$ cat src/sv/heightmap_bilinear_sampler_core_macros.svh
// Assertion macros for the heightmap bilinear sampler core.
// Taken in by the top level; expects signals clk and rst_n in scope.
`ifndef HEIGHTMAP_BILINEAR_SAMPLER_CORE_MACROS_SVH
`define HEIGHTMAP_BILINEAR_SAMPLER_CORE_MACROS_SVH

// A condition that must hold at every clock edge outside reset.
`define HBS_ASSERT_ALWAYS(lbl, cond, msg) \
  lbl: assert property (@(posedge clk) disable iff (!rst_n) (cond)) else $error(msg);

// A consequence that must hold in the cycle after its antecedent.
`define HBS_ASSERT_NEXT(lbl, ante, cons, msg) \
  lbl: assert property (@(posedge clk) disable iff (!rst_n) (ante) |=> (cons)) else $error(msg);

`endif

$ cat src/sv/hbs_queue.sv
// Small first-in first-out queue between the front and back of the sampler.
// Depends on nothing but its parameters.
module hbs_queue #(
  parameter int WIDTH = 8,
  parameter int DEPTH = 2
) (
  input  logic                           clk,
  input  logic                           rst_n,
  input  logic                           push,
  input  logic [WIDTH-1:0]               push_data,
  input  logic                           pop,
  output logic                           full,
  output logic                           not_empty,
  output logic [WIDTH-1:0]               head,
  output logic [$clog2(DEPTH+1)-1:0]     count
);

  localparam int PW = (DEPTH > 1) ? $clog2(DEPTH) : 1;
  localparam int CNTW = $clog2(DEPTH+1);

  logic [WIDTH-1:0] store_r [DEPTH];
  logic [PW-1:0]    wr_ptr_r, rd_ptr_r;
  logic [CNTW-1:0]  count_r;
  logic             do_push, do_pop;

  assign full      = (count_r == CNTW'(DEPTH));
  assign not_empty = (count_r != '0);
  assign head      = store_r[rd_ptr_r];
  assign count     = count_r;
  assign do_push   = push && !full;
  assign do_pop    = pop && not_empty;

  always_ff @(posedge clk) begin
    if (do_push) begin
      store_r[wr_ptr_r] <= push_data;
    end
  end

  always_ff @(posedge clk) begin
    if (!rst_n) begin
      wr_ptr_r <= '0;
      rd_ptr_r <= '0;
      count_r  <= '0;
    end else begin
      if (do_push) begin
        wr_ptr_r <= (wr_ptr_r == PW'(DEPTH-1)) ? '0 : wr_ptr_r + PW'(1);
      end
      if (do_pop) begin
        rd_ptr_r <= (rd_ptr_r == PW'(DEPTH-1)) ? '0 : rd_ptr_r + PW'(1);
      end
      case ({do_push, do_pop})
        2'b10:   count_r <= count_r + CNTW'(1);
        2'b01:   count_r <= count_r - CNTW'(1);
        default: count_r <= count_r;
      endcase
    end
  end

endmodule

$ cat config.mk
export PLATFORM = sky130hd
export DESIGN_NAME = hbs_queue
export DESIGN_NICKNAME = d
export VERILOG_FILES = /design/src/sv/heightmap_bilinear_sampler_core_macros.svh /design/src/sv/hbs_queue.sv
export SDC_FILE = /design/constraint.sdc
export NUM_CORES = 1
export LEC_CHECK = 0
export BUFFER_PORTS_ARGS = -buffer_cell sky130_fd_sc_hd__buf_2
export CELL_PAD_IN_SITES_DETAIL_PLACEMENT = 1
export CELL_PAD_IN_SITES_GLOBAL_PLACEMENT = 2
export CORE_AREA = 4 4 58 60
export DETAILED_ROUTE_END_ITERATION = 6
export DIE_AREA = 0 0 62 64
export PLACE_DENSITY = 0.77
export SKIP_LAST_GASP = 1
export SLEW_MARGIN = 0
export SYNTH_ARGS = -nofsm -noshare
export SYNTH_HDL_FRONTEND = slang
export SYNTH_SLANG_ARGS = --single-unit
$ cat constraint.sdc
create_clock -name clk -period 1.5 [get_ports clk]
set_input_delay 0.3 -clock clk [delete_from_list [all_inputs] [get_ports clk]]
set_output_delay 0.3 -clock clk [all_outputs]
set_load 0.005 [all_outputs]
# Word-level counts from Yosys, hierarchy flattened
# Memory sizes are Yosys's and may differ from the RTL's. A register that Yosys moved wholly into a read port is not among the register bits.
# Index checks and enable logic that the tools add are counted.
# word_totals
memories	1
reg_bits	4
out_inout_bits	12
inputBits	12
latchBits	0
rom_bits	0
ram_bits	16
# op_classes
reduce_logical	5
div	0
n_eq_ne	3
add_sub_neg	4
n_bitwise	0
mul	0
mux	7
shift	0
order_cmp	0
# memory_table
memory	words	word_bits	read_ports	rd_clocked_by_memory_dff	wr	line	text
store_r	2	8	1	1	1	hbs_queue.sv:21	logic [WIDTH-1:0] store_r [DEPTH];
# op_table
cell	count
1-bit 2-to-1 mux	6
2-bit equality test, second input constant	2
2-bit case mux with 2 select lines	1
2-bit nonzero test	2
1-bit adder, second input constant	2
2-bit by 1-bit adder with 2-bit output, second input constant	1
2-bit by 1-bit equality test with 1-bit output, second input constant	1
1-bit logical AND	2
2-bit by 1-bit subtractor with 2-bit output, second input constant	1
1-bit logical NOT	1

# Depth between registers and ports, before layout
# depth
ltp_word	5
ltp_mapped	6

# Worst setup path after synthesis
# No wires, ideal clock.
# synth_timing
kind	register to register
start	reg count_r[0], in the netlist count[0]
end	reg count_r[1], in the netlist count[1]
arrival_time_ps	1381
synth_period_minus_slack_ps	1451
required_time_ps	1430
path_stages_with_launch	6
path_slack_ps	49
cell_sequence	dfxtp_1 > nand2b_2 > nand2_1 > ha_1 > or3_1 > a21boi_1
# synth_via
elab_chain_cells	5
# synth_rtl
item	line	text
start: declaration	hbs_queue.sv:23	logic [CNTW-1:0] count_r;
start signal: assignment	hbs_queue.sv:52	2'b10: count_r <= count_r + CNTW'(1);
start signal: assignment	hbs_queue.sv:53	2'b01: count_r <= count_r - CNTW'(1);
start signal: assignment	hbs_queue.sv:54	default: count_r <= count_r;
2-bit equality test	hbs_queue.sv:26	assign full = (count_r == CNTW'(DEPTH));
1-bit logical NOT	hbs_queue.sv:30	assign do_push = push && !full;
1-bit logical AND	hbs_queue.sv:30	
2-bit by 1-bit equality test with 1-bit output / 2-bit equality test (equally long branches)	hbs_queue.sv:51	case ({do_push, do_pop})
2-bit case mux with 2 select lines / 2-bit nonzero test (equally long branches)	--	
# Several ways; a longest one is shown, not always the timed one.
# A chain may end at the register's enable or synchronous reset.

==> run summary <==
Worst setup EP type - output pin
DRT antenna net count - 0
hold path endpoint - store_r[0][6]
Avg Cell Area, Syn - 15.9 um^2
Worst R2R Setup Slack - 80 ps
Crit path required time - 1200 ps
Slew Viols, Final - 0
status - finished clean
initial core utilization - 27.8%
drt drc - 0
Final Hold Viols - 0
Ant. Diodes - 0
Cells after DPL - 107
Reg2Reg Depth - 5
Worst Hold Class - input port to flip-flop
# fillers - 329
DR vias - 495
unrepaired setup endpoints after global routing - true
postcts setup bufs - 0
Mapped Area - 813 um^2
Seq/Total Area, Yosys - 71.4%
first-pass GRT wire length - 2460 um
Root Driver - clkbuf_4
layout cells sized above 1 - 56.4%
arrival time worst endpoint - 1190 ps
FF-to-FF End - count[1]
Peak VDD IR - 0.745 mV
Peak Freq - 0.669 GHz
Resized Gates After CTS - 3
max_slew headroom - 73.2%
Finished Layout Cells - 111
CTS tree - built
pre-CTS WS - 25.9 ps
Core Footprint - 2930 um^2
die height - 64 um
critical path class - flip-flop to output pin
Synth-to-Final Area Change - 26.2%
Hold Crit Depth - 1
CP Max Fanout - 8
Netlist cell types - 18
routed len/inst - 14.0 um
initial drt markers - 16
Worst setup SP type - flip-flop
clk_lat worst skew - 300 ps
FF+latch count, synth - 21
Slew @ Worst Pin - 402 ps
Layout Nets - 92
DP Wirelength - 1180 um
PD cells - 1660 nW/um^2
port bufs - 23
final setup margin - 5.34 ps
min-delay src - push_data[6]
Vias/cell - 4.46
Clock Skews - 5.18 ps
Die Wd - 62 um
I/O pin count - 24
Mapped Cells - 51
Total GRT Usage - 8.34%
total gr overflow - 0
reg2reg start - count[0]
final critical-path share of the clock period - 99.6%
GPL Wtd Cong - 0.680
overall die area - 3970 um^2
# clock sinks - 21
CTS H-tree depth - 1
Synthesized Nets - 64
post-layout min period - 1490 ps
max_cap viols - 0
cts-stage hold buffer count - 0
Final Setup Violations - 0
drt pass-1 iters - 3
vias in the first global route - 566
initial antenna violation count - 0
largest net degree at the start of global routing - 13
drt total wl - 1550 um
warnings from Yosys - 0
Rows - 20
leakage - 0.405 nW
Num CTS Buffers - 3
Clock Tree Buf Depth - 2
clock-pin slew on the worst setup and hold paths - 120 ps
total power draw - 0.00170 W
-- state kept, by name, summed over array words and instances, names as in the netlist, named ones only --
name / cells
rd_ptr_r: 1
count: 2
wr_ptr_r: 1
store_r: 16
-- logic make-up (layout without fill, tap and decap cells) --
| logic type | count (synthesis) | count (layout) | share of synthesized area [%] |
|---|---|---|---|
| AOI/OAI and AO/OA | 5 | 5 | 4.00 |
| xor gates and xnor gates | 3 | 3 | 3.23 |
| adders and majority gates | 1 | 1 | 1.54 |
| buffers and inverters | 4 | 31 | 1.85 |
| DFF | 21 | 21 | 71.4 |
| muxes | 8 | 8 | 11.1 |
| and+or+nand+nor | 9 | 9 | 6.92 |
-- cells in the final DEF, fill, tap and decap left out, types with 3 or more instances in the layout --
cell | Yosys | layout
buf_2 | 0 | 23
clkbuf_4 | 0 | 3
edfxtp_1 | 16 | 16
mux2_2 | 8 | 8
xnor2_1 | 3 | 3
-- per-stage QoR --
stage	area, um^2	hold WS (ps)	TNS [ps]	util, %
2_1_floorplan	813	399	0	-
3_3_place_gp	973	477	0	33.2
3_5_place_dp	973	485	0	33.2
4_1_cts	1010	169	-126	34.4
5_1_grt	1030	159	-492	35.0
6_report	1030	181	0	35.0
-- per-layer routing --
| layer | global-route usage [%] | wire length [um] |
|---|---|---|
| met3 | 4.04 | 174 |
| met2 | 13.1 | 712 |
| met5 | 0 | 0 |
| met1 | 9.53 | 657 |
| met4 | 3.18 | 6 |
-- area by class of cell --
cell class	count	area, um^2	area share, %
Clock buffer	3	22.5	2.20
Clock inverter	1	5.00	0.488
Inverter	3	11.3	1.10
Multi-Input combinational cell	26	233	22.7
Sequential cell	21	587	57.2
Tap cell	33	41.3	4.02
Timing Repair Buffer	24	126	12.3
-- power breakdown --
part / switching, W / internal [W]
combinational: 0.000242 / 0.000347
sequential: 0.0000838 / 0.000761
clock: 0.000167 / 0.0000993
-- synthesized netlist by cell type --
cell type | instances | area [um^2]
dfxtp_1 | 5 | 100
mux2_2 | 8 | 90.1
edfxtp_1 | 16 | 480
or2_2 | 1 | 6.26
or3_1 | 2 | 12.5
ha_1 | 1 | 12.5
nand2_1 | 1 | 3.75
o21a_1 | 1 | 7.51
and3_1 | 1 | 6.26
clkbuf_1 | 1 | 3.75
nor2b_1 | 2 | 12.5
xnor2_1 | 3 | 26.3
inv_1 | 2 | 7.51
and2_1 | 1 | 6.26
nand2b_2 | 1 | 8.76
inv_2 | 1 | 3.75
a21boi_1 | 2 | 15.0
o21ai_0 | 2 | 10.0
-- worst max-delay path by stage --
stage / startpoint / slack, ps / to
finish: flip-flop / 5 / head[2]
global route: flip-flop / -70 / head[0]
CTS: flip-flop / -20 / head[2]
detailed placement: count[1] / 30 / count[1]
global placement: count[1] / 50 / count[1]
floorplan: count[0] / 50 / count[1]
-- worst max-delay path, stage by stage, from the launching register on --
cell and delay, ps:
dfxtp_4 430, mux2_2 340, buf_2 130
Note: power is estimated with default switching activity, not from simulation.
