`src/sv/heightmap_bilinear_sampler_core_macros.svh`:
```
// Assertion macros for the heightmap bilinear sampler core.
// Taken in by the top level; expects signals clk and rst_n in scope.
`ifndef HEIGHTMAP_BILINEAR_SAMPLER_CORE_MACROS_SVH
`define HEIGHTMAP_BILINEAR_SAMPLER_CORE_MACROS_SVH

// A condition that must hold at every clock edge outside reset.
`define HBS_ASSERT_ALWAYS(lbl, cond, msg) \
  lbl: assert property (@(posedge clk) disable iff (!rst_n) (cond)) else $error(msg);

// A consequence that must hold in the cycle after its antecedent.
`define HBS_ASSERT_NEXT(lbl, ante, cons, msg) \
  lbl: assert property (@(posedge clk) disable iff (!rst_n) (ante) |=> (cons)) else $error(msg);

`endif

```
`src/sv/hbs_pkg.sv`:
```
// Shared constants and helpers for the heightmap bilinear sampler.
// Used by every module of the block but the queue; depends on nothing.
package hbs_pkg;

  localparam int DEF_MAX_COLS       = 256;
  localparam int DEF_MAX_ROWS       = 256;
  localparam int DEF_SENTINEL_SLOTS = 4;
  localparam int DEF_FRAC_BITS      = 8;

  localparam int DATA_W     = 32;
  localparam int COORD_W    = 18;
  localparam int CELL_IDX_W = 8;
  localparam int CFG_IDX_W  = 3;
  localparam int POS_W      = 32;
  localparam int SENT_MAX   = 4;
  localparam int QDEPTH     = 2;

  // Heights above 50000 m (Q24.8) count as no-data when sentinels are active.
  localparam logic signed [DATA_W-1:0] NODATA_LIMIT = 32'sd12800000;

  localparam logic [1:0] ACT_WRITE   = 2'd0;
  localparam logic [1:0] ACT_NEAREST = 2'd1;
  localparam logic [1:0] ACT_BILIN   = 2'd2;
  localparam logic [1:0] ACT_NONE    = 2'd3;

  localparam logic [CFG_IDX_W-1:0] REG_GRID_WIDTH   = 3'd0;
  localparam logic [CFG_IDX_W-1:0] REG_GRID_HEIGHT  = 3'd1;
  localparam logic [CFG_IDX_W-1:0] REG_NODATA_COUNT = 3'd2;
  localparam logic [CFG_IDX_W-1:0] REG_NODATA_0     = 3'd3;

  // Width of one queued request: kind, value, four addresses, four weights.
  function automatic int entry_w(input int aw, input int ww);
    entry_w = 2 + DATA_W + 4 * aw + 4 * ww;
  endfunction

endpackage

```
`src/sv/hbs_front.sv`:
```
// Front end: classifies an accepted request, clamps the query position and
// works out corner addresses and weights. Depends on hbs_pkg.
module hbs_front #(
  parameter int MAX_COLS  = hbs_pkg::DEF_MAX_COLS,
  parameter int MAX_ROWS  = hbs_pkg::DEF_MAX_ROWS,
  parameter int FRAC_BITS = hbs_pkg::DEF_FRAC_BITS
) (
  input  logic                                     take,
  input  logic [1:0]                               in_action,
  input  logic [hbs_pkg::CELL_IDX_W-1:0]           in_cell_col,
  input  logic [hbs_pkg::CELL_IDX_W-1:0]           in_cell_row,
  input  logic signed [hbs_pkg::DATA_W-1:0]        in_cell_value,
  input  logic signed [hbs_pkg::COORD_W-1:0]       in_col_coord,
  input  logic signed [hbs_pkg::COORD_W-1:0]       in_row_coord,
  input  logic [$clog2(MAX_COLS+1)-1:0]            eff_w,
  input  logic [$clog2(MAX_ROWS+1)-1:0]            eff_h,
  output logic                                     push,
  output logic [hbs_pkg::entry_w($clog2(MAX_COLS*MAX_ROWS), 2*FRAC_BITS+1)-1:0] entry
);

  localparam int CW   = $clog2(MAX_COLS);
  localparam int RW   = $clog2(MAX_ROWS);
  localparam int WCW  = $clog2(MAX_COLS+1);
  localparam int WRW  = $clog2(MAX_ROWS+1);
  localparam int AW   = $clog2(MAX_COLS*MAX_ROWS);
  localparam int WW   = 2*FRAC_BITS+1;
  localparam int CPW  = WCW + FRAC_BITS;
  localparam int RPW  = WRW + FRAC_BITS;
  localparam int F    = FRAC_BITS;
  localparam int PW   = hbs_pkg::POS_W;
  localparam int CIW  = hbs_pkg::CELL_IDX_W;
  localparam int XW   = ((CIW > CW) ? CIW : CW) + 1;
  localparam int YW   = ((CIW > RW) ? CIW : RW) + 1;

  logic signed [PW-1:0] cpos, ctop, rpos, rtop;
  logic [CPW-1:0]       cp;
  logic [RPW-1:0]       rp;
  logic [CPW:0]         cn_sum;
  logic [RPW:0]         rn_sum;
  logic [WCW:0]         cn;
  logic [WRW:0]         rn;
  logic [CW-1:0]        c_near, c0, c1;
  logic [RW-1:0]        r_near, r0, r1;
  logic [WCW-1:0]       c0_w, c0_inc;
  logic [WRW-1:0]       r0_w, r0_inc;
  logic [F-1:0]         fx, fy;
  logic [F:0]           sfx, sfy;
  logic [WW-1:0]        w00, w10, w01, w11;
  logic [AW-1:0]        a00, a10, a01, a11, a_near, a_wr;
  logic                 wr_ok;

  function automatic logic [AW-1:0] addr_of(input logic [RW-1:0] r, input logic [CW-1:0] c);
    addr_of = AW'(r) * AW'(MAX_COLS) + AW'(c);
  endfunction

  always_comb begin
    cpos = PW'(in_col_coord);
    rpos = PW'(in_row_coord);
    ctop = $signed(PW'(eff_w - WCW'(1))) <<< F;
    rtop = $signed(PW'(eff_h - WRW'(1))) <<< F;
    if (cpos < 0)         cp = '0;
    else if (cpos > ctop) cp = ctop[CPW-1:0];
    else                  cp = cpos[CPW-1:0];
    if (rpos < 0)         rp = '0;
    else if (rpos > rtop) rp = rtop[RPW-1:0];
    else                  rp = rpos[RPW-1:0];

    // Nearest: round half up, then keep inside the grid in use.
    cn_sum = (CPW+1)'(cp) + (CPW+1)'(1 << (F-1));
    rn_sum = (RPW+1)'(rp) + (RPW+1)'(1 << (F-1));
    cn = cn_sum[CPW:F];
    rn = rn_sum[RPW:F];
    if (cn > (WCW+1)'(eff_w - WCW'(1))) c_near = CW'(eff_w - WCW'(1));
    else                                c_near = cn[CW-1:0];
    if (rn > (WRW+1)'(eff_h - WRW'(1))) r_near = RW'(eff_h - WRW'(1));
    else                                r_near = rn[RW-1:0];

    // Bilinear: corner indices and fraction weights.
    c0_w   = cp[CPW-1:F];
    r0_w   = rp[RPW-1:F];
    c0_inc = c0_w + WCW'(1);
    r0_inc = r0_w + WRW'(1);
    c0 = c0_w[CW-1:0];
    r0 = r0_w[RW-1:0];
    c1 = (c0_inc < eff_w) ? c0_inc[CW-1:0] : CW'(eff_w - WCW'(1));
    r1 = (r0_inc < eff_h) ? r0_inc[RW-1:0] : RW'(eff_h - WRW'(1));
    fx  = cp[F-1:0];
    fy  = rp[F-1:0];
    sfx = (F+1)'(1 << F) - (F+1)'(fx);
    sfy = (F+1)'(1 << F) - (F+1)'(fy);
    w00 = WW'(sfx * sfy);
    w10 = WW'((F+1)'(fx) * sfy);
    w01 = WW'(sfx * (F+1)'(fy));
    w11 = WW'((F+1)'(fx) * (F+1)'(fy));

    a00    = addr_of(r0, c0);
    a10    = addr_of(r0, c1);
    a01    = addr_of(r1, c0);
    a11    = addr_of(r1, c1);
    a_near = addr_of(r_near, c_near);
    a_wr   = addr_of(RW'(in_cell_row), CW'(in_cell_col));
    wr_ok  = (XW'(in_cell_col) < XW'(MAX_COLS)) && (YW'(in_cell_row) < YW'(MAX_ROWS));

    push  = 1'b0;
    entry = '0;
    case (in_action)
      hbs_pkg::ACT_WRITE: begin
        push  = take && wr_ok;
        entry = {hbs_pkg::ACT_WRITE, in_cell_value, {3*AW{1'b0}}, a_wr, {4*WW{1'b0}}};
      end
      hbs_pkg::ACT_NEAREST: begin
        // One corner at full weight; the blend then returns it unchanged.
        push  = take;
        entry = {hbs_pkg::ACT_NEAREST, {hbs_pkg::DATA_W{1'b0}}, a_near, a_near, a_near,
                 a_near, {3*WW{1'b0}}, WW'(1 << (2*F))};
      end
      hbs_pkg::ACT_BILIN: begin
        push  = take;
        entry = {hbs_pkg::ACT_BILIN, {hbs_pkg::DATA_W{1'b0}}, a11, a01, a10, a00,
                 w11, w01, w10, w00};
      end
      default: begin
        push  = 1'b0;
        entry = '0;
      end
    endcase
  end

endmodule

```
`config.mk`:
```
export PLATFORM = sky130hd
export DESIGN_NAME = hbs_front
export DESIGN_NICKNAME = d
export VERILOG_FILES = /design/src/sv/heightmap_bilinear_sampler_core_macros.svh /design/src/sv/hbs_pkg.sv /design/src/sv/hbs_front.sv
export SDC_FILE = /design/constraint.sdc
export NUM_CORES = 1
export LEC_CHECK = 0
export ABC_AREA = 1
export BUFFER_PORTS_ARGS = -buffer_cell sky130_fd_sc_hd__clkbuf_2
export CAP_MARGIN = 20
export CORE_MARGIN = 2
export CORE_UTILIZATION = 49
export DETAILED_ROUTE_END_ITERATION = 6
export GPL_ROUTABILITY_DRIVEN = 0
export PLACE_DENSITY = 0.76
export REMOVE_ABC_BUFFERS = 1
export SLEW_MARGIN = 30
export SYNTH_ARGS = -nofsm -noshare
export SYNTH_HDL_FRONTEND = slang
export SYNTH_SLANG_ARGS = --single-unit
```
`constraint.sdc`:
```
create_clock -name vclk -period 36.3
set_input_delay 10.89 -clock vclk [all_inputs]
set_output_delay 10.89 -clock vclk [all_outputs]
set_load 0.005 [all_outputs]
```
### Word level (Yosys, flattened, before mapping)

Index checks and enable logic that the tools add are counted.
Widths: inputs -> output; s select.

| storage, ports and cells | value |
|---|---|
| flip-flop bits (word level) | 0 |
| latch bits | 0 |
| bits in writable memories | 0 |
| bits in read-only memories | 0 |
| output and inout port bits | 167 |
| logic and storage cells | 44 |
| memories | 0 |

| cells by class | value |
|---|---|
| add/sub/neg operators | 18 |
| multiply operators | 4 |
| div/mod/pow operators | 0 |
| $lt $le $gt $ge | 8 |
| equal/unequal tests | 2 |
| shift-type cells | 0 |
| multiplexer cells | 10 |
| bitwise logic cells | 0 |
| reduce and logical (&&, ||, !) cells | 2 |

Operators by type and width:

| kind | count |
|---|---|
| $pmux 166 s3 | 1 |
| $add 16x8->16 | 6 |
| $mux 17 | 4 |
| $sub 9x1->10 const B | 4 |
| $add 17x8->18 const B | 2 |
| $gt 18x18->1 | 2 |
| $lt 18x1->1 const B | 2 |
| $mux 8 | 4 |
| $gt 10x10->1 | 2 |
| $add 9x1->9 const B | 2 |
| $lt 9x9->1 | 2 |
| $sub 9x8->9 const A | 2 |
| $mul 8x9->17 | 1 |
| $mul 9x8->17 | 1 |
| $mul 9x9->17 | 1 |
| $mul 8x8->16 | 1 |
| $sub 8x1->8 const B | 2 |
| $reduce_or 3->1 | 1 |
| $eq 2x1->1 const B | 1 |
| $eq 2x2->1 const B | 1 |
| $logic_not 2->1 | 1 |
| $mux 1 | 1 |

### Depth between registers and ports, before layout

| logic depth | value |
|---|---|
| depth after elaboration | 9 |
| depth in mapped cells | 55 |

### Worst setup path before layout

OpenSTA, ideal clock, no wires.

| timing path | value |
|---|---|
| kind | input-to-output |
| from | input port eff_w[0] |
| to | output port entry[16] (netlist bit) |
| data arrival time | 18606 ps |
| slack | 6804 ps |
| stages | 48 |
| cells stage by stage | clkinv_1 > ha_1 > nand4_1 > nor3_1 > xor2_1 > ha_1 > nand2_1 > nor2_1 > o211ai_1 > o2111ai_1 > xnor2_1 > nand2_1 > inv_1 > buf_2 > buf_2 > nor3_1 > inv_1 > clkbuf_1 > (+12 left out) > inv_1 > ha_1 > inv_1 > nor2_1 > nor2_1 > o21bai_1 > nand2_1 > nand2_1 > a21oi_1 > nor2_1 > o21ai_0 > nand2_1 > nand2_1 > nand2_1 > a21oi_1 > xor2_1 > o21ai_1 > a31o_2 |

| on the way | value |
|---|---|
| word-level cells in the longest chain between the ends | 7 |

RTL lines:

| item | line | text |
|---|---|---|
| start: declaration | hbs_front.sv:15 | `input logic [$clog2(MAX_COLS+1)-1:0] eff_w,` |
| $sub 9x1->10 | hbs_front.sv:59 | `ctop = $signed(PW'(eff_w - WCW'(1))) <<< F;` |
| $gt 18x18->1 | hbs_front.sv:62 | `else if (cpos > ctop) cp = ctop[CPW-1:0];` |
| $mux 17 | hbs_front.sv:62 |  |
| $mux 17 | hbs_front.sv:61 | `if (cpos < 0) cp = '0;` |
| $sub 9x8->9 | hbs_front.sv:89 | `sfx = (F+1)'(1 << F) - (F+1)'(fx);` |
| $mul 9x9->17 | hbs_front.sv:91 | `w00 = WW'(sfx * sfy);` |
| $pmux 166 s3 | hbs_front.sv:106 | `case (in_action)` |
| end: declaration | hbs_front.sv:18 | `output logic [hbs_pkg::entry_w($clog2(MAX_COLS*MAX_ROWS), 2*FRAC_BITS+1)-1:0] entry` |

No other way between the ends.

### Worst setup path in the final report

Ends and elaborated chain as after synthesis.

==> flow_metrics.env <==
export IMPL_hold_depth=4
export IMPL_ys_warn_count=0
export IMPL_antenna_found_initial=0
export IMPL_grt_use_met1_pct=35.4
export IMPL_initial_utilization_pct=50.2
export IMPL_coreArea_um2=26100
export IMPL_cts_setup_buffers=0
export IMPL_hp_start="in_cell_value[24]"
export IMPL_p_leak_uw=0.00891
export IMPL_worst_path_largest_cell_delay_ns=0.81
export IMPL_area_growth_pct=11.1
export IMPL_num_io_pins=272
export IMPL_nFlopsAndLatches=0
export IMPL_outcome="complete, no violations"
export IMPL_synth_area_um2=13100
export IMPL_area_sequential_um2=0
export IMPL_firstDrtPassIters=5
export IMPL_yosysSeqAreaShare_pct=0
export IMPL_drt_wl_total_mm=38.1
export IMPL_num_vias=13269
export IMPL_nFillCells=2574
export IMPL_rows=59
export IMPL_fin_util_pct=55.8
export IMPL_hold_end="entry[156]"
export IMPL_ctsResizeCount=0
export IMPL_whs_ns=22.03
export IMPL_grt_usage_pct=26.9
export IMPL_clock_buffers=0
export IMPL_hpwl_mm=31.9
export IMPL_syn_inst=1966
export IMPL_holdBufCountCts=0
export IMPL_dieArea_um2=28100
export IMPL_drv_slew=0
export IMPL_gr_total_overflow=0
export IMPL_tightest_slew_ns=0.989
export IMPL_hold_class="in2out"
export IMPL_fmax_ghz=0.0317
export IMPL_fin_cells=2505
export IMPL_ir_drop_mv=0.0315
export IMPL_worst_path_max_fanout=24
export IMPL_n_antenna_cell=0
export IMPL_cap_violations=0
export IMPL_yosys_cell_types_count=48
export IMPL_use_met3_pct=3.31
export IMPL_detail_route_wl_per_cell_um=15.2
export IMPL_chipWidth_um=168
export IMPL_powerDensity_nw_per_um2=23.9
export IMPL_die_h_um=168
export IMPL_finalSetupViolations=0
export IMPL_post_route_min_period_ns=31.52
export IMPL_syn_area_per_cell_um2=6.67
export IMPL_nNetsFinal=2652
export IMPL_postPlaceCellArea_um2=14600
export IMPL_post_route_drc_count=0
export IMPL_detail_route_antenna_nets=0
export IMPL_worstPathArrival_ns=20.63
export IMPL_crit_required_ns=25.41
export IMPL_dp_cells=2505
export IMPL_slowest_stage="xor2_1"
export IMPL_grt_busiest_layer="met2"
export IMPL_grt_pass1_vias=13249
export IMPL_path_common_cell="nand2_1"
export IMPL_maxSlewHeadroom_pct=33.8
export IMPL_grt_max_degree=46
export IMPL_critPathCaptureType="output pin"
export IMPL_numPortBuffers=271
export IMPL_period_share_pct=86.8
export IMPL_vias_per_cell=5.30
export IMPL_path_class="in2out"
export IMPL_grtUsageMet2_pct=46.8
export IMPL_grt_pass1_wl_mm=63.1
export IMPL_cp_start_kind="input pin"
export IMPL_drt_iter0_drc=1064
export IMPL_rsz0062_at_grt="no"
export IMPL_final_area_um2=14600
export IMPL_tns_ns=0
export IMPL_hold_viol=0
export IMPL_drive_gt1_share_pct=15.6
[worst max path at each step]
stage / from / to / slack [ns] / depth (start not counted)
CTS: eff_w[0] / entry[16] / 5.08 / 45
finish: eff_w[0] / entry[16] / 4.78 / 45
floorplan: eff_w[0] / entry[16] / 6.53 / 45
detailed placement: eff_w[0] / entry[16] / 5.11 / 45
global route: eff_w[0] / entry[16] / 4.22 / 50
global placement: eff_w[0] / entry[16] / 5.46 / 50
[critical path: cells and delay by family]
| kind | cells | cell delay [ns] |
|---|---|---|
| AO/OA/AOI/OAI | 8 | 1.23 |
| XOR/XNOR | 4 | 1.56 |
| buffers and inverters | 10 | 1.87 |
| adder cells (fa/ha/maj) | 7 | 2.82 |
| AND/OR/NAND/NOR | 16 | 2.22 |
[report_power, final]
group          switching (uW)  internal, uW
logic                     220           129
registers                   0             0
clock network               0             0
total                     220           129
[per-stage QoR]
stage          power [uW]  setup WS, ns
2_1_floorplan         246          6.53
3_3_place_gp          334          5.46
3_5_place_dp          346          5.11
4_1_cts               348          5.08
5_1_grt               402          4.22
6_report              349          4.78
[kinds of logic after synthesis]
kind of cell	synth area share, %
AO/OA/AOI/OAI	8.81
XOR/XNOR	3.14
adder cells (fa/ha/maj)	45.5
buffers and inverters	16.5
other	0.0286
AND/OR/NAND/NOR	26.0
[synthesized netlist by cell type (2+ instances only)]
cell | number | area (um^2)
nor2_4 | 3 | 33.8
a21o_1 | 10 | 75.1
nor2_1 | 359 | 1350
xor2_1 | 36 | 315
a211oi_1 | 2 | 15.0
buf_2 | 12 | 60.1
inv_1 | 471 | 1770
nand3_2 | 15 | 150
nand3_1 | 50 | 250
inv_2 | 2 | 7.51
a31oi_1 | 8 | 50.1
o21bai_1 | 9 | 67.6
nor4_1 | 5 | 31.3
a21oi_1 | 67 | 335
buf_4 | 21 | 158
xnor2_1 | 11 | 96.3
o2111ai_1 | 3 | 26.3
nand2_4 | 3 | 33.8
nor3_2 | 4 | 40.0
nand2_1 | 266 | 998
o211ai_1 | 12 | 90.1
o21ai_1 | 4 | 20.0
nor3_1 | 37 | 185
clkinv_1 | 5 | 18.8
ha_1 | 206 | 2580
nand2_2 | 14 | 87.6
or2_2 | 3 | 18.8
o221ai_1 | 2 | 17.5
fa_1 | 169 | 3380
buf_1 | 6 | 22.5
o21ai_2 | 2 | 17.5
nor2_2 | 5 | 31.3
o21ai_0 | 75 | 375
clkbuf_1 | 33 | 124
nand4_1 | 23 | 144
[final cells by class]
type,count,area (um^2),area share (%)
well taps,335,419,2.88
repair buffers,277,1400,9.62
inverters,478,1790,12.3
multi-input cells,1415,11000,75.2
[per-layer routing]
layer	share of wire, %	vias to the layer above	wire [um]
met2	47	633	17800
met1	42	6144	16000
met5	0	-	0
li1	-	6409	-
met4	2.8	0	1050
met3	8.5	83	3240
[layout by cell type (no fill, tap or decap), types with 8 or more instances in the layout]
cell	netlist	routed
a21oi_1	67	67
xor2_1	36	36
clkbuf_2	0	271
o21ai_0	75	75
nor2_1	359	357
ha_1	206	206
a31oi_1	8	8
nand2_1	266	266
nand3_2	15	15
xnor2_1	11	11
a21o_1	10	10
inv_1	471	470
nand3_1	50	50
o21bai_1	9	9
nand4_1	23	23
o211ai_1	12	12
nor3_1	37	37
fa_1	169	169
nand2_2	14	14
No activity file was read; power rests on OpenSTA's default activity.
