--- src/sv/heightmap_bilinear_sampler_core_macros.svh ---
// Assertion macros for the heightmap bilinear sampler core.
// Taken in by the top level; expects signals clk and rst_n in scope.
`ifndef HEIGHTMAP_BILINEAR_SAMPLER_CORE_MACROS_SVH
`define HEIGHTMAP_BILINEAR_SAMPLER_CORE_MACROS_SVH

// A condition that must hold at every clock edge outside reset.
`define HBS_ASSERT_ALWAYS(lbl, cond, msg) \
  lbl: assert property (@(posedge clk) disable iff (!rst_n) (cond)) else $error(msg);

// A consequence that must hold in the cycle after its antecedent.
`define HBS_ASSERT_NEXT(lbl, ante, cons, msg) \
  lbl: assert property (@(posedge clk) disable iff (!rst_n) (ante) |=> (cons)) else $error(msg);

`endif

--- src/sv/hbs_pkg.sv ---
// Shared constants and helpers for the heightmap bilinear sampler.
// Used by every module of the block but the queue; depends on nothing.
package hbs_pkg;

  localparam int DEF_MAX_COLS       = 256;
  localparam int DEF_MAX_ROWS       = 256;
  localparam int DEF_SENTINEL_SLOTS = 4;
  localparam int DEF_FRAC_BITS      = 8;

  localparam int DATA_W     = 32;
  localparam int COORD_W    = 18;
  localparam int CELL_IDX_W = 8;
  localparam int CFG_IDX_W  = 3;
  localparam int POS_W      = 32;
  localparam int SENT_MAX   = 4;
  localparam int QDEPTH     = 2;

  // Heights above 50000 m (Q24.8) count as no-data when sentinels are active.
  localparam logic signed [DATA_W-1:0] NODATA_LIMIT = 32'sd12800000;

  localparam logic [1:0] ACT_WRITE   = 2'd0;
  localparam logic [1:0] ACT_NEAREST = 2'd1;
  localparam logic [1:0] ACT_BILIN   = 2'd2;
  localparam logic [1:0] ACT_NONE    = 2'd3;

  localparam logic [CFG_IDX_W-1:0] REG_GRID_WIDTH   = 3'd0;
  localparam logic [CFG_IDX_W-1:0] REG_GRID_HEIGHT  = 3'd1;
  localparam logic [CFG_IDX_W-1:0] REG_NODATA_COUNT = 3'd2;
  localparam logic [CFG_IDX_W-1:0] REG_NODATA_0     = 3'd3;

  // Width of one queued request: kind, value, four addresses, four weights.
  function automatic int entry_w(input int aw, input int ww);
    entry_w = 2 + DATA_W + 4 * aw + 4 * ww;
  endfunction

endpackage

--- src/sv/hbs_div.sv ---
// Restoring divider, one quotient bit per clock, for the normalised blend.
// Depends on hbs_pkg for the quotient width.
module hbs_div #(
  parameter int NW = 49,
  parameter int DW = 18
) (
  input  logic                         clk,
  input  logic                         rst_n,
  input  logic                         start,
  input  logic [NW-1:0]                num,
  input  logic [DW-1:0]                den,
  output logic                         busy,
  output logic                         done,
  output logic [hbs_pkg::DATA_W-1:0]   quot
);

  localparam int QW = hbs_pkg::DATA_W;
  localparam int KW = $clog2(QW+1);

  logic [DW-1:0] rem_r, den_r;
  logic [QW-1:0] q_r;
  logic [KW-1:0] cnt_r;
  logic          done_r;
  logic [DW:0]   trial;
  logic          ge;

  assign trial = {rem_r, q_r[QW-1]};
  assign ge    = (trial >= {1'b0, den_r});
  assign busy  = (cnt_r != '0);
  assign done  = done_r;
  assign quot  = q_r;

  always_ff @(posedge clk) begin
    if (!rst_n) begin
      cnt_r  <= '0;
      done_r <= 1'b0;
      rem_r  <= '0;
      den_r  <= '0;
      q_r    <= '0;
    end else begin
      done_r <= 1'b0;
      if (start && !busy) begin
        // The upper part of the numerator is below the divisor by construction.
        rem_r <= DW'(num[NW-1:QW]);
        q_r   <= num[QW-1:0];
        den_r <= den;
        cnt_r <= KW'(QW);
      end else if (busy) begin
        rem_r  <= ge ? DW'(trial - {1'b0, den_r}) : DW'(trial);
        q_r    <= {q_r[QW-2:0], ge};
        cnt_r  <= cnt_r - KW'(1);
        done_r <= (cnt_r == KW'(1));
      end
    end
  end

endmodule

--- config.mk ---
export PLATFORM = sky130hd
export DESIGN_NAME = hbs_div
export DESIGN_NICKNAME = d
export VERILOG_FILES = /design/src/sv/heightmap_bilinear_sampler_core_macros.svh /design/src/sv/hbs_pkg.sv /design/src/sv/hbs_div.sv
export SDC_FILE = /design/constraint.sdc
export NUM_CORES = 1
export LEC_CHECK = 0
export BUFFER_PORTS_ARGS = -buffer_cell sky130_fd_sc_hd__buf_2
export CORE_MARGIN = 1
export CORE_UTILIZATION = 49
export CTS_CLUSTER_DIAMETER = 40
export DETAILED_ROUTE_END_ITERATION = 8
export PLACE_DENSITY_LB_ADDON = 0.12
export SETUP_SLACK_MARGIN = 0.2
export SYNTH_ARGS = -nofsm -noshare
export SYNTH_HDL_FRONTEND = slang
export SYNTH_SLANG_ARGS = --single-unit
--- constraint.sdc ---
create_clock -name clk -period 2.3 [get_ports clk]
set_input_delay 0.345 -clock clk [delete_from_list [all_inputs] [get_ports clk]]
set_output_delay 0.345 -clock clk [all_outputs]
set_load 0.005 [all_outputs]
# Yosys cells after proc, flatten, opt, wreduce, memory -nomap -nowiden

Cells that the tools add are included.

Output and inout port bits: 34
Word-level logic and storage cells: 26
Register bits after elaboration: 75
Input bits: 70

Bitwise logic cells: 2
Multiplexer cells: 7
Reduce and logical (&&, ||, !) cells: 6
Magnitude comparators: 1
Add/subtract/negate cells: 2
Equal/unequal tests: 1

Operators by type and width:

| kind                  | count |
|---|---|
| $mux W32              | 2 |
| $mux W17              | 2 |
| $ge A19 B18 Y1        | 1 |
| $mux W18              | 1 |
| $sub A18 B18 Y18      | 1 |
| $mux W6               | 2 |
| $eq A6 B1 Y1 const B  | 1 |
| $reduce_bool A6 Y1    | 1 |
| $sub A6 B1 Y6 const B | 1 |
| $reduce_or A3 Y1      | 1 |
| $not A1 Y1            | 2 |
| $reduce_bool A2 Y1    | 1 |
| $reduce_or A2 Y1      | 1 |
| $logic_and A1 B1 Y1   | 1 |
| $logic_not A1 Y1      | 1 |

# Longest topological paths before layout

Gate-level depths: netlist of the first run.

Depth in word-level cells: 4
Depth in mapped cells: 11
Depth with buffers taken out: 9

# Least setup slack after synthesis of the first run

Ideal clock, no wire load.

Path kind: flip-flop to flip-flop
Start point: reg q_r[31], in the netlist quot[31]
End point: reg rem_r[16]
Library setup time: 0.122 ns
Path buffers: 0
Slack: 0.023 ns
Clock period less this slack: 2.277 ns
Cell stages (with the launch flop): 10
Data required time: 2.178 ns
Arrival time: 2.155 ns
Cell sequence: dfxtp_1 -> inv_1 -> ha_1 -> fa_1 -> nand2b_1 -> a211o_1 -> a31o_2 -> o311a_1 -> o211ai_1 -> a21oi_1

Word-level cells in the longest chain between the ends: 4
Elaborated cells between the ends (all ways): 5
Classes of those cells: add/sub (1); order compare (1); mux (3)

RTL lines:

| element                                                   | RTL line                     | RTL |
|---|---|---|
| start: declaration                                        | hbs_div.sv:21                | `logic [QW-1:0] q_r;` |
| start signal: assignment                                  | hbs_div.sv:45                | `q_r <= num[QW-1:0];` |
| start signal: assignment                                  | hbs_div.sv:50                | `q_r <= {q_r[QW-2:0], ge};` |
| $sub A18 B18 Y18 / $ge A19 B18 Y1 (equally long branches) | hbs_div.sv:49, hbs_div.sv:28 |  |
| $mux W18 *                                                | hbs_div.sv:49                | `rem_r <= ge ? DW'(trial - {1'b0, den_r}) : DW'(trial);` |
| $mux W17 *                                                | hbs_div.sv:48                | `end else if (busy) begin` |
| $mux W17 *                                                | hbs_div.sv:42                | `if (start && !busy) begin` |
| end signal: assignment                                    | hbs_div.sv:44                | `rem_r <= DW'(num[NW-1:QW]);` |
| end signal: assignment                                    | hbs_div.sv:49                |  |
| end: declaration                                          | hbs_div.sv:20                | `logic [DW-1:0] rem_r, den_r;` |

Every way passes the cells marked *; elsewhere a longest branch is shown, timed or not. The select of a mux whose other input is x is not followed.
A chain may end at the register's enable or synchronous reset.

# Final worst setup path of the first run

Start point: reg q_r[31], in the netlist quot[31]
End point: reg rem_r[12]

The elaborated chain is that of the path after synthesis.

==> summary.md, run 1 <==
| Metric | Value |
|---|---|
| Routed wire per std cell | around 17 um |
| End of the worst register-to-register path | rem_r[12] |
| Startpoint of the lowest-slack register-to-register path | quot[31] |
| Number of buffers on the longest clock path | 2 |
| Combinational family with the most area after synthesis | compound AO/OA/AOI/OAI gates |
| RePlAce Congestion | between 0.9 and 1 |
| Fmax achieved | 448.0 MHz |
| Placement row count | 34 |
| Clock-pin slew on the worst setup and hold paths | approximately 0.090 ns |
| Critical path fanouts, max | 5 |
| Hold Fails Final Rpt | 0 |
| Leading register cell type out of synthesis | sky130_fd_sc_hd__dfxtp_1 |
| Worst Reg2Reg Path Length in Cells | 10 |
| Final routed wirelength across all metal layers | roughly 14,000 um |
| Flip-flop and latch area | roughly 1500 um2 |
| Path type of the worst setup path | flop to flop |
| GRT busiest layer | met2 |
| Met3 track demand over resource | under 10% |
| Biggest area contributors in the synthesized netlist | sky130_fd_sc_hd__dfxtp_1 (33%), sky130_fd_sc_hd__mux2i_1 (9.0%), sky130_fd_sc_hd__ha_1 (5.8%) |
| Number of top-level design ports | around 100 |
| Commonest cells after routing, fill and taps aside | sky130_fd_sc_hd__buf_2 (102), sky130_fd_sc_hd__dfxtp_1 (60), sky130_fd_sc_hd__buf_4 (56) |
| Post-route DRC | 0 |
| Worst setup path startpoint | quot[31] |
| Cell area after synthesis | approximately 4600 um2 |
| Count of cell types in the netlist | slightly above 60 |
| Pin count of the biggest net entering global routing | 61 |
| Antenna diode count | 0 |
| Compound-cell area share of the yosys netlist | 24.22% |
| Syn. warnings | 0 |
| Max-slew violation total from the final report | 0 |
| Vertical extent of the die | 98.54 um |
| Final Power | between 10 and 15 mW |
| Time the worst path needs with I/O delays and setup | around 2.2 ns |
| Count of flip-flops with a built-in enable after synthesis | 0 |
| Total of fill cells in the finished design | around 700 |
| Met2 demand-to-capacity share in global routing | between 40% and 50% |
| Result of the run | finished, final reports clean |
| DPL Wire Length | about 8500 um |
| Vias in the first global route | approximately 4,300 |
| Ratio of final minimum period to clock period | between 90% and 100% |
| Leading area contributor after synthesis | sky130_fd_sc_hd__dfxtp_1 |
| Source-to-sink clock delay at the later pin of the worst-skew pair | 0.35 ns |
| Total core area | between 8000 and 9000 um2 |
| Die X | about 99 um |
| Overall global routing resource usage | around a quarter |
| Area fraction of the dominant cell type after synthesis | between 30% and 40% |
| Count of antenna-violating nets left after detailed routing | 0 |
| Via density per instance | ~5.9 |
| Mux cell area share after synthesis | between 10% and 20% |
| Synthesized area per cell | between 8 and 9 um2 |
| Post-route cell area | around 6200 um2 |
| GR Util met1 | between 30% and 40% |
| Leakage power total | ~2.6 nW |
| Area post-placement | 5349 um2 |
| Fraction of registers with async set or reset after synthesis | 0% |
| Global-route wire length before repair | 20,070 um |
| Total Negative Setup Slacks | 0 ns |
| Peak supply drop | 769.7 uV |
| Pre-Repair DR Iteration Count | 8 |
| Total nets after synthesis | 640 |
| Number of nets in the layout | between 700 and 800 |
| Most common cell after layout, fill and taps aside | sky130_fd_sc_hd__buf_2 |
| Simple-gate area share of the yosys netlist | roughly 16% |
| Required time of the worst setup path | 2.53 ns |
| Number of buffers added by the clock tree synthesis step | 9 |
| Setup repair after global routing missed its margin | true |
| Setup skew after layout | between 0.01 and 0.015 ns |
| Total via count after detailed routing | about 4,700 |
| Count of final setup violators | 0 |
| Worst slew margin relative to its limit | between 60% and 70% |
| Startpoint types | flop |
| Sequential-to-total area share from yosys stat | roughly a third |
| Area added between synthesis and finish | 36.05% |
| Total power divided by cell area | around 1600 nW/um2 |
| Initial antenna violation count | 0 |
| Number of placed cells counting well taps | 750 |
| Setup crit end kind | flop |
| Synthesized flop and latch total | between 70 and 80 |
| Leftover overflow at the end of global routing | 0 |
| Multi-input gate area | around 3200 um2 |
| Final cell count without fillers | 800 |
| CTS H-tree lvls | 3 |
| Arithmetic-cell share of the synthesized area counting full adders, half adders and majority gates | about 6.2% |
| Slack of the worst reg-to-reg path | about 0.068 ns |
| Worst Slack Setup Final | slightly below 0.07 ns |
| Initial core utilization | 51.37% |
| Clock tree root buffer cell | sky130_fd_sc_hd__clkbuf_8 |
| TritonCTS clock tree | built |
| Post-Place Setup Slack | -0.001831 ns |
| Number of instances in the synthesized netlist | 548 |
| Worst-margin pin slew | between 0.4 and 0.5 ns |
| Layout cells sized above 1 | 40.46% |
| Post-Synth XOR/XNOR Area | 2.685% |
| Starting DRT DRC Count | around 190 |
| Total of buffers placed on input and output ports | approximately 100 |
| Die ar. | roughly 10000 um2 |
| Worst hold path type | input pin to flop |
| Critical path capture point | rem_r[12] |
| Max-cap viol count | 0 |
| Critical Path AT | 2.46 ns |
| Number of clock sinks | 75 |
-- worst min path at each step --
stage	startpoint	endpoint	slack (ns)	cells after the start
final	den[16]	den_r[16]	0.23	3
after global routing	den[3]	den_r[3]	0.23	3
after CTS	den[3]	den_r[3]	0.23	3
after detailed placement	den_r[5]	den_r[5]	0.45	2
after global placement	den_r[11]	den_r[11]	0.44	2
after floorplan	den_r[10]	den_r[10]	0.44	2
-- routing by layer --
metal | part of all wire (%) | wire length (um)
met5 | 0 | 0
met4 | 3.3 | 452
met3 | 6.5 | 879
met2 | 48 | 6546
met1 | 42 | 5726
-- metrics by stage --
stage / hold WS (ns) / util (%)
CTS: 0.2281 / 64.76
floorplan: 0.4363 / -
global placement: 0.4443 / 60.16
detailed placement: 0.4493 / 60.16
global route: 0.2294 / 69.88
finish: 0.2255 / 69.88
-- critical path: stages, from the launching register on --
cell and delay (ns):
sky130_fd_sc_hd__dfxtp_2 0.34, sky130_fd_sc_hd__inv_2 0.05, sky130_fd_sc_hd__ha_4 0.16, sky130_fd_sc_hd__fa_2 0.35, sky130_fd_sc_hd__nand2b_4 0.15, sky130_fd_sc_hd__a211o_1 0.30, sky130_fd_sc_hd__a31o_4 0.28, sky130_fd_sc_hd__buf_4 0.14
sky130_fd_sc_hd__o21ai_2 0.11, sky130_fd_sc_hd__xnor2_1 0.12, sky130_fd_sc_hd__o221ai_1 0.12
-- synth_stat cells (16+ instances only) --
library cell / n
sky130_fd_sc_hd__a211oi_1: 32
sky130_fd_sc_hd__a21oi_1: 39
sky130_fd_sc_hd__buf_2: 16
sky130_fd_sc_hd__clkbuf_1: 19
sky130_fd_sc_hd__dfxtp_1: 75
sky130_fd_sc_hd__ha_1: 21
sky130_fd_sc_hd__inv_1: 23
sky130_fd_sc_hd__mux2i_1: 41
sky130_fd_sc_hd__nand2_1: 41
sky130_fd_sc_hd__nand3_1: 39
sky130_fd_sc_hd__nor2_1: 51
sky130_fd_sc_hd__o21ai_0: 21
-- power breakdown --
part | switching, mW | internal, mW | total, mW | leakage (nW)
clock | 0.550 | 0.404 | 0.953 | 0.0799
sequential | 0.348 | 1.72 | 2.07 | 0.624
combinational | 3.68 | 3.38 | 7.06 | 1.95
-- cells by family (layout without fill, tap and decap cells) --
| group | after synthesis | after routing |
|---|---|---|
| and+or+nand+nor | 161 | 161 |
| AOI/OAI and AO/OA | 159 | 159 |
| DFF | 75 | 75 |
| buffers and inverters | 67 | 211 |
| muxes | 50 | 50 |
| adders and majority gates | 22 | 22 |
| xor gates and xnor gates | 14 | 14 |
-- final cells by class --
type | count | area share, %
Multi-Input combinational cell | 406 | 51.11
Clock buffer | 10 | 2.054
Timing Repair Buffer | 170 | 17.82
Sequential cell | 75 | 24.47
Inverter | 25 | 1.591
Tap cell | 108 | 2.175
Clock inverter | 6 | 0.7853
-- registers in the layout, summed over array words and instances, names as in the netlist --
register and cells:
cnt_r 6, den_r 18, done 1, quot 32, rem_r 18
-- repair_timing --
item	4_1_cts	5_1_grt
pin swaps	14	32
hold buffers	0	0
buffers inserted	10	22
gates cloned	0	2
setup endpoints to repair	19	25
gates resized for setup	34	63
Power figures use the tool's default switching activity.
==> run 2, diff against run 1 <==
REMOVE_ABC_BUFFERS = 1   (was default)
==> run 2 against run 1 <==
Effect of this change: cell count rose by 1.0%; maximum frequency increased by 0.46%; combinational power rose by 5.4%; utilization up 2.3 points; critical endpoint unchanged; sequential share of layout area fell by 0.69 points; wire length grew 2.5%; critical path type unchanged; power rose by 6.6%; clock-buffer cell count is the same; flip-flop and latch count did not move; non-clock buffer count grew 8; clock power up 29%.
==> summary.md, run 2 (same netlist as run 1, synthesis figures left out) <==
| Metric | Value |
|---|---|
| Setup repair after global routing missed its margin | true |
| CP Cell Sequence | inv_2 > ha_4 > fa_2 > nand2b_4 > a211o_1 > a31o_4 > o21ai_1 > xnor2_1 > o221ai_1 |
| Total of buffers placed on input and output ports | 103 (unchanged) |
| Die X | 98.54 um (unchanged) |
| Max-slew violation total from the final report | 0 (unchanged) |
| Pin count of the biggest net entering global routing | 79 (+30%) |
| Overall global routing resource usage | 27.18% (+1.8 points) |
| Source-to-sink clock delay at the later pin of the worst-skew pair | 0.37 ns (+0.02 ns) |
| Starting DRT DRC Count | 333 (+78%) |
| Worst slew margin relative to its limit | 60.76% (-8.5 points) |
| Critical Path AT | 2.46 ns (about the same) |
| Number of buffers on the longest clock path | 2 (unchanged) |
| Commonest cells after routing, fill and taps aside | sky130_fd_sc_hd__buf_2 (102), sky130_fd_sc_hd__buf_4 (63), sky130_fd_sc_hd__dfxtp_1 (58) |
| Buf+Inv Stages, Crit Path | 1 (-1) |
| CTS H-tree lvls | 3 (unchanged) |
| Worst Slack Setup Final | 0.07802 ns (+0.01031 ns) |
| Global-route wire length before repair | 21,270 um (+6.0%) |
| Crit path largest cell delay | 0.35 ns (about the same) |
| Leakage power total | 2.748 nW (+3.7%) |
| Peak supply drop | 706.4 uV (-8.2%) |
| DPL Wire Length | 8885 um (+4.5%) |
| Worst-margin pin slew | 0.5886 ns (+0.1312 ns) |
| Worst hold path type | input pin to flop |
| Fmax achieved | 450.1 MHz (+0.46%) |
| Antenna diode count | 0 (unchanged) |
| Ratio of final minimum period to clock period | 96.61% (-0.45 points) |
| Number of buffers added by the clock tree synthesis step | 9 (unchanged) |
| Die ar. | 9710 um2 (unchanged) |
| Clock tree root buffer cell | sky130_fd_sc_hd__clkbuf_8 |
| TritonCTS clock tree | built |
| Initial core utilization | 51.37% (unchanged) |
| Count of final setup violators | 0 (unchanged) |
| Path type of the worst setup path | flop to flop |
| Number of nets in the layout | 787 (+1.0%) |
| Layout cells sized above 1 | 41.57% (+1.1 points) |
| Hold Fails Final Rpt | 0 (unchanged) |
| Hold bufs inserted after CTS | 0 (unchanged) |
| Routed wire per std cell | 17.26 um (+1.5%) |
| Final cell count without fillers | 808 (+1.0%) |
| Crit-path slowest cell | sky130_fd_sc_hd__fa_2 |
| Number of clock sinks | 75 (unchanged) |
| Post-route DRC | 0 (unchanged) |
| Startpoint types | flop |
| Final routed wirelength across all metal layers | 13,950 um (+2.5%) |
| Critical path fanouts, max | 5 (unchanged) |
| Vias in the first global route | 4,495 (+5.1%) |
| Total via count after detailed routing | 4,777 (+1.1%) |
| Most common cell after layout, fill and taps aside | sky130_fd_sc_hd__buf_2 |
| Final Power | 10.74 mW (+6.6%) |
| Result of the run | finished, final reports clean |
| Count of antenna-violating nets left after detailed routing | 0 (unchanged) |
| Slack of the worst reg-to-reg path | 0.08 ns (about the same) |
| RePlAce Congestion | 0.8950 (-5.0%) |
| Total core area | 8891 um2 (unchanged) |
| Placement row count | 34 (unchanged) |
| Time the worst path needs with I/O delays and setup | 2.222 ns (-0.01031 ns) |
| Vertical extent of the die | 98.54 um (unchanged) |
| Via density per instance | 5.912 (+0.14%) |
| Area post-placement | 5453 um2 (+1.9%) |
| Setup crit end kind | flop |
| Max-cap viol count | 0 (unchanged) |
| Post-Place Setup Slack | -0.04934 ns (-0.04751 ns) |
| Largest register FFs | 32 (unchanged) |
| Leftover overflow at the end of global routing | 0 (unchanged) |
| Pre-Repair DR Iteration Count | 7 (-1) |
| Number of placed cells counting well taps | 769 (+2.5%) |
| Total power divided by cell area | 1674 nW/um2 (+3.2%) |
| Required time of the worst setup path | 2.53 ns (about the same) |
| Post-route cell area | 6414 um2 (+3.2%) |
| Clock-pin slew on the worst setup and hold paths | 0.10 ns (about the same) |
| Initial antenna violation count | 0 (unchanged) |
| Area added between synthesis and finish | 40.44% |
| Setup skew after layout | 0.01478 ns (+0.003897 ns) |
| Number of top-level design ports | 104 (unchanged) |
| Largest delay share family, worst path | compound AO/OA/AOI/OAI gates |
[run 2: cell type report]
type | instances | area [um2]
Inverter | 25 | 93.84
Sequential cell | 75 | 1525
Timing Repair Buffer | 178 | 1176
Clock inverter | 6 | 96.34
Clock buffer | 10 | 137.6
Tap cell | 108 | 135.1
Multi-Input combinational cell | 406 | 3249
Fill cell | 673 | 2477
[run 2: where the power goes]
group,internal [mW],switching [mW]
Combinational,3.56,3.88
Clock,0.654,0.571
Sequential,1.72,0.345
Total,5.94,4.80
[run 2: repair_timing]
| action | CTS | global route |
|---|---|---|
| cloned | 0 | 0 |
| resized for setup | 55 | 63 |
| pin swaps | 15 | 27 |
| setup endpoints to repair | 20 | 19 |
| setup buffers | 8 | 15 |
| hold endpoints to repair | 0 | 0 |
[run 2: tightest hold or removal path, delay by kind of cell]
| kind | cells | cell delay [ns] |
|---|---|---|
| buffers and inverters | 1 | 0.09 |
| and+or+nand+nor | 1 | 0.05 |
| AOI/OAI and AO/OA | 1 | 0.05 |
[run 2: routing by layer]
| metal | routed length (um) | up-vias | global-route usage (%) |
|---|---|---|---|
| met2 | 6609 | 205 | 44.96 |
| met1 | 5858 | 2247 | 34.32 |
| met5 | 0 | - | 0 |
| li1 | - | 2279 | - |
| met4 | 418 | 0 | 10.79 |
| met3 | 1062 | 46 | 6.312 |
[run 2: worst paths after layout]
kind | startpoint | to | cells after the start
worst max-delay path | quot[31] | rem_r[12] | 9
worst min register to register | den_r[15] | den_r[15] | 2
worst min-delay path | den[15] | den_r[15] | 3
worst max register to register | quot[31] | rem_r[12] | 9
[run 2: per-stage QoR]
step | setup TNS (ns) | util, % | hold WS, ns
final | 0 | 72.14 | 0.2085
after global routing | -0.007420 | 72.14 | 0.2155
after CTS | 0 | 67.63 | 0.2170
after detailed placement | -0.1166 | 61.33 | 0.4477
after global placement | 0 | 61.33 | 0.4420
after floorplan | -94.13 | - | 0.4363
